--- config.mk ---
export PLATFORM = sky130hd
export DESIGN_NAME = mpd_ctrl
export DESIGN_NICKNAME = d
export VERILOG_FILES = /design/src/rtl/mpd_pkg.sv /design/src/rtl/mpd_ctrl.sv
export SDC_FILE = /design/constraint.sdc
export NUM_CORES = 1
export LEC_CHECK = 0
export BUFFER_PORTS_ARGS = -buffer_cell sky130_fd_sc_hd__buf_2
export CAP_MARGIN = 30
export CELL_PAD_IN_SITES_DETAIL_PLACEMENT = 1
export CELL_PAD_IN_SITES_GLOBAL_PLACEMENT = 1
export CORE_AREA = 2 2 39 41
export DETAILED_ROUTE_END_ITERATION = 10
export DIE_AREA = 0 0 41 43
export PLACE_DENSITY_LB_ADDON = 0.1
export REMOVE_ABC_BUFFERS = 1
export SYNTH_ARGS = -nofsm -noshare
export SYNTH_HDL_FRONTEND = slang
export SYNTH_SLANG_ARGS = --single-unit
--- constraint.sdc ---
create_clock -name clk_i -period 2.9 [get_ports clk_i]
set_input_delay 0 -clock clk_i [delete_from_list [all_inputs] [get_ports clk_i]]
set_output_delay 0 -clock clk_i [all_outputs]
set_load 0.05 [all_outputs]
--- src/rtl/mpd_pkg.sv ---
// Package for the minimum partition difference block.
// Holds sizing constants, payload structs and the controller/datapath interface.
// No dependencies.
package mpd_pkg;

  localparam int MAX_SUM    = 4095;
  localparam int VALUE_BITS = 8;
  localparam int WORD_BITS  = 64;
  localparam int NUM_WORDS  = (MAX_SUM + WORD_BITS) / WORD_BITS;
  localparam int ADDR_BITS  = $clog2(NUM_WORDS);
  localparam int BIT_BITS   = $clog2(WORD_BITS);
  localparam int SUM_BITS   = 12;
  localparam int PROD_BITS  = 22;

  typedef logic [WORD_BITS-1:0]  word_t;
  typedef logic [ADDR_BITS-1:0]  addr_t;
  typedef logic [BIT_BITS-1:0]   bit_idx_t;
  typedef logic [SUM_BITS-1:0]   sum_t;
  typedef logic [VALUE_BITS-1:0] value_t;

  typedef struct packed {
    logic [7:0] value;
    logic       last;
  } in_item_t;

  typedef struct packed {
    logic [11:0] min_difference;
    logic [21:0] best_product;
    logic        overflow;
  } out_item_t;

  // Commands from the controller to the datapath.
  typedef struct packed {
    logic load;        // capture the input item
    logic decide;      // update total / overflow flag
    logic prime;       // first source read of the shift-OR pass
    logic shift_run;   // shift-OR pass in progress
    logic scan_start;  // set up the downward search
    logic scan_run;    // search in progress
    logic mul;         // form difference and product
    logic emit;        // load result register and clear the set
  } dp_cmd_t;

  // Status from the datapath to the controller.
  typedef struct packed {
    logic do_shift;    // element changes the bitset
    logic last;        // element closes the set
    logic ovf;         // set has overflowed
    logic shift_busy;  // reads or a write of the pass still in flight
    logic found;       // search hit this cycle
    logic out_free;    // result register can take a new result
  } dp_status_t;

endpackage

--- src/rtl/mpd_ctrl.sv ---
// Controller state machine: sequences accept, shift-OR pass, search,
// multiply and result transfer. Depends on mpd_pkg.
module mpd_ctrl (
  input  logic                clk_i,
  input  logic                rst_ni,
  input  logic                in_valid_i,
  output logic                in_stall_o,
  input  mpd_pkg::dp_status_t status_i,
  output mpd_pkg::dp_cmd_t    cmd_o
);
  import mpd_pkg::*;

  localparam logic [2:0] StIdle   = 3'd0;
  localparam logic [2:0] StDecide = 3'd1;
  localparam logic [2:0] StPrime  = 3'd2;
  localparam logic [2:0] StShift  = 3'd3;
  localparam logic [2:0] StFin    = 3'd4;
  localparam logic [2:0] StScan   = 3'd5;
  localparam logic [2:0] StMul    = 3'd6;
  localparam logic [2:0] StEmit   = 3'd7;

  logic [2:0] state_q, state_d;

  always_comb begin
    state_d = state_q;
    cmd_o   = '0;
    unique case (state_q)
      StIdle: begin
        cmd_o.load = in_valid_i;
        if (in_valid_i) state_d = StDecide;
      end
      StDecide: begin
        cmd_o.decide = 1'b1;
        if (status_i.do_shift) begin
          state_d = StPrime;
        end else if (status_i.last) begin
          state_d = StFin;
        end else begin
          state_d = StIdle;
        end
      end
      StPrime: begin
        cmd_o.prime = 1'b1;
        state_d     = StShift;
      end
      StShift: begin
        cmd_o.shift_run = 1'b1;
        if (!status_i.shift_busy) state_d = status_i.last ? StFin : StIdle;
      end
      StFin: begin
        if (status_i.ovf) begin
          state_d = StEmit;
        end else begin
          cmd_o.scan_start = 1'b1;
          state_d          = StScan;
        end
      end
      StScan: begin
        cmd_o.scan_run = 1'b1;
        if (status_i.found) state_d = StMul;
      end
      StMul: begin
        cmd_o.mul = 1'b1;
        state_d   = StEmit;
      end
      StEmit: begin
        if (status_i.out_free) begin
          cmd_o.emit = 1'b1;
          state_d    = StIdle;
        end
      end
      default: state_d = StIdle;
    endcase
  end

  always_ff @(posedge clk_i or negedge rst_ni) begin
    if (!rst_ni) begin
      state_q <= StIdle;
    end else begin
      state_q <= state_d;
    end
  end

  assign in_stall_o = state_q != StIdle;

endmodule

Word level (Yosys, flattened, before mapping). Index checks and enable logic that the tools add are counted.

Register bits: 3. Bits in latches: 0. RAM bits: 0. Memory bits (read-only): 0. Input bits: 9. Output and inout port bits: 9. Word-level logic and storage cells: 33. Memories: 0.

Add/sub/neg operators: 0. $mul: 0. Div/mod/pow operators: 0. Order comparisons: 0. Eq/ne operators: 11. Shifts and indexed selects: 0. Muxes and demuxes: 18. Bitwise gates (word level): 0. Reduce and logical (&&, ||, !) cells: 3.

Operators with widths (count): $pmux W3 S8 (1); $mux W3 (6); $eq A3 B3 Y1 const B (4); $mux W1 (10); $ne A2 B2 Y1 const B (4); $eq A3 B2 Y1 const B (2); $reduce_and A4 Y1 (1); $eq A3 B1 Y1 const B (1); $logic_not A3 Y1 (1); $reduce_bool A3 Y1 (1); $mux W2 (1).

Longest topological paths before layout.
Depth after elaboration: 3. Depth in mapped cells: 5. Mapped depth without buffers: 4.

Least setup slack after synthesis. No wires, ideal clock.

Path type: register to output. Start point: register state_q[2]. End point: output cmd_o[3] in the netlist's numbering. Data arrival time: 2317 ps. Data required time: 2900 ps. Path slack: 583 ps. Cell stages (with the launch flop): 3. Buffers on the path: 1. Cell sequence: dfrtp_1 clkbuf_1 nor4b_1.

RTL lines: start: declaration (RTL line mpd_ctrl.sv:22) `logic [2:0] state_q, state_d;`; start signal: assignment (RTL line mpd_ctrl.sv:78) `state_q <= StIdle;`; start signal: assignment (RTL line mpd_ctrl.sv:80) `state_q <= state_d;`; end: declaration (RTL line mpd_ctrl.sv:9) `output mpd_pkg::dp_cmd_t cmd_o`.

==> impl_summary.txt <==
----------------------------------------------------
[Clock tree]
  Num Clock Sinks ... 3
  Htree depth ... 1
  Number of buffers inserted to repair setup after CTS ... 0
  TritonCTS clock tree ... yes
  CTS root buf ... sky130_fd_sc_hd__clkbuf_4
  CTS clock-pin slew for the worst setup and hold paths ... about 0.04 ns
  Cts hold-fix bufs ... 1
  Number of buffers between clock root and the deepest sink ... 2
  Worst skew pair latency ... approximately 0.24 ns
  CTS buffer count ... 3
  Cells resized by post-CTS repair ... 0

[Timing]
  Final cycle utilization of the critical path ... 0.5381
  Hold violation total from the final report ... 0
  Actual transition at the worst max-transition pin ... between 0.4 and 0.5 ns
  Period minus WS final ... between 1.5 and 2 ns
  TNS Setup ... 0 ns
  Count of endpoints failing setup in the final report ... 0
  Smallest hold slack ... slightly above 0.05 ns
  Setup slack after layout ... roughly 1.3 ns
  Achievable clock frequency ... approximately 640 MHz
  Setup repair after global routing missed its margin ... no
  Relative slew slack ... 0.6970
  Setup clock skew after layout ... 0.001931 ns
  Max-slew violations ... 0

[Floorplan]
  DIE AREA ... ~1800 sq um
  Effective utilization at floorplan ... 0.2116
  Die extent in x ... about 40 microns
  Number of top-level design ports ... 18
  Placeable core region ... approximately 1400 sq um
  Die extent in y ... approximately 43 microns
  Number of standard-cell rows in the floorplan ... 14

[Hold path]
  Worst hold-check path type ... input pin to flip-flop

[Layout]
  Net count reported at finish ... 64
  Sequential cell area ... 75.07 sq um
  Flip-flop count of the largest register after layout ... 3
  Top Registers ... state_q (3)
  Finished Layout Cells ... 70
  Post-Route Utilization ... 0.3020
  Area of combinational cells with multiple inputs ... 197.7 sq um
  Share of layout cells above drive strength 1 ... 0.4630
  Register name with the most flops ... state_q
  Number of inserted filler cells in the final layout ... between 150 and 200
  Finished layout cell area ... around 420 sq um
  Number of antenna diodes ... 0
  Area Overhead vs Synth ... 42.74%

[Pwr]
  Total power ... 0.5711 mW
  Power density over the cells ... ~1400 nW/um^2
  Leakage power total ... between 0.2 and 0.25 nW
  Highest ir drop seen on vdd ... 0.3648 mV

[Yosys]
  Part of the Yosys area used for sequential elements ... 0.2564
  Most common cell in the synthesized netlist ... sky130_fd_sc_hd__nor2_1
  Synthesized-area fraction occupied by adder cells ... 0
  Main combinational cell family by area after synthesis ... simple AND/OR/NAND/NOR gates
  Most area-hungry cell type in the Yosys netlist ... sky130_fd_sc_hd__dfrtp_1
  Mux contribution to synthesized area ... 0.05128
  Post-synthesis share of cell area spent on xor and xnor gates ... 0
  Distinct cells, synth ... 22
  Post-synthesis cell area ... around 290 sq um
  Synth area leaders ... sky130_fd_sc_hd__dfrtp_1, sky130_fd_sc_hd__nand2b_1, sky130_fd_sc_hd__and3b_1
  Synthesized flop and latch total ... 3
  Yosys warning count ... 0
  Number of enable-type register cells in the synthesized netlist ... 0
  Top FF cell, synth ... sky130_fd_sc_hd__dfrtp_1
  Cell types with the highest counts after synthesis ... sky130_fd_sc_hd__nor2_1, sky130_fd_sc_hd__dfrtp_1, sky130_fd_sc_hd__nand2b_1
  Synthesized area per cell ... approximately 8.4 sq um
  Post-synthesis instance total ... 35
  Synthesized-area fraction occupied by and/or/nand/nor cells ... 0.4872
  Synth top area share ... 0.2564
  Compound-Gate Fraction of Synth Area ... 0.1368
  FFs w/ async S/R, synth ... 1.000

[Setup path]
  Arrival time at the worst endpoint ... between 1.5 and 2 ns
  Path type of the worst setup path ... flip-flop to output port
  CP Max Fanout ... 16
  Setup slack of the most critical reg-to-reg path ... 1.34 ns
  End point of the critical path ... cmd_o[7]
  Critical path origin ... state_q[2]
  Required time of the worst setup path ... about 2.9 ns
  Kind of start point of the critical path ... flip-flop
  Reg-to-Reg Start ... state_q[2]
  R2r worst-path depth ... 4
  Critical Path Sink Type ... output port
  Endpoint of the worst register-to-register path ... state_q[2]

[Route]
  First drt pass iteration count ... 4
  Post-route antenna net violation count ... 0
  DRC viols ... 0
  Met3 WL ... ~52 microns
  Uppermost layer routed ... met4
  DR vias ... ~320
  Wire per inst ... 11.74 microns
  Routed metal-1 wire length ... about 350 microns
  Initial detailed-routing violation count ... 3
  Met2 WL ... approximately 380 microns
  Vias per cell ... about 4.5
  Wire length after detailed routing ... just over 800 microns

[Placement]
  Placer congestion estimate ... between 0.6 and 0.7
  Worst slack at placement ... about 1.3 ns
  IO buf count ... 17
  Instance area at placement ... ~380 sq um
  Detailed Place HPWL ... slightly above 600 microns
  Placed cells ... between 60 and 70

[Global route]
  First-pass GRT wire length ... ~1300 microns
  Vias in the first global route ... 316
  All-Layer GR Usage ... 0.1186
  Residual overflow from global routing ... 0
  Pin count of the biggest net entering global routing ... 17
  Number of antenna violations at the first check in global routing ... 0

[Run status]
  Outcome ... finished, final reports clean

[Flow run]
  Max-cap check violation count ... 0

----------------------------------------------------
[worst min-delay path by stage]
stage	startpoint	endpoint	slack (ns)	cells after the start
after global placement	rst_ni	state_q[0]	-0.21	1
after detailed placement	rst_ni	state_q[0]	-0.20	1
final	in_valid_i	state_q[0]	0.05	3
after global routing	in_valid_i	state_q[0]	0.07	3
after floorplan	rst_ni	state_q[0]	-0.30	0
after CTS	in_valid_i	state_q[0]	0.05	3
[cells by family after synthesis]
logic type	count (synthesis)
and+or+nand+nor	21
AOI/OAI and AO/OA	6
buffers and inverters	4
DFF	3
muxes	1
[placed cells by master (no fill, tap or decap)]
cell and count:
sky130_fd_sc_hd__a21o_1 1, sky130_fd_sc_hd__clkbuf_1 1, sky130_fd_sc_hd__nand3_1 2, sky130_fd_sc_hd__nor2b_4 1
sky130_fd_sc_hd__nand2b_1 3, sky130_fd_sc_hd__mux2_4 1, sky130_fd_sc_hd__a21oi_1 1, sky130_fd_sc_hd__nor3b_1 2
sky130_fd_sc_hd__nand2_4 1, sky130_fd_sc_hd__nor4b_1 1, sky130_fd_sc_hd__a31o_2 1, sky130_fd_sc_hd__nor4_2 1
sky130_fd_sc_hd__a211o_1 1, sky130_fd_sc_hd__nand2_1 2, sky130_fd_sc_hd__buf_2 17, sky130_fd_sc_hd__clkbuf_4 3
sky130_fd_sc_hd__inv_1 1, sky130_fd_sc_hd__o21ai_0 2, sky130_fd_sc_hd__nor2_1 4, sky130_fd_sc_hd__dlygate4sd3_1 1
sky130_fd_sc_hd__dfrtp_1 3, sky130_fd_sc_hd__and3b_1 2, sky130_fd_sc_hd__or3_1 2
[worst max-delay path, cell delays in order (launching register included)]
cell and delay [ns]:
sky130_fd_sc_hd__dfrtp_1 0.53, sky130_fd_sc_hd__or3_1 0.45, sky130_fd_sc_hd__nor2_1 0.08, sky130_fd_sc_hd__buf_2 0.26
[power by group]
part | leakage [nW] | internal, mW | switching (mW)
combinational | 0.174 | 0.128 | 0.226
clock | 0.0150 | 0.0517 | 0.0230
sequential | 0.0355 | 0.0638 | 0.0792
total | 0.224 | 0.243 | 0.328
[per-layer routing]
metal,track usage,vias up
met1,0.1290,138
met2,0.1781,14
li1,-,160
met4,0.1200,0
met5,0,-
met3,0.01571,4
[area by class of cell]
cell class                 count  share of cell area
multi-input combinational     28              0.4731
timing repair buffer          18              0.2275
sequential                     3              0.1796
clock buffer                   4             0.06287
tap                           16             0.04790
inverter                       1            0.008982
Power figures use the tool's default switching activity.
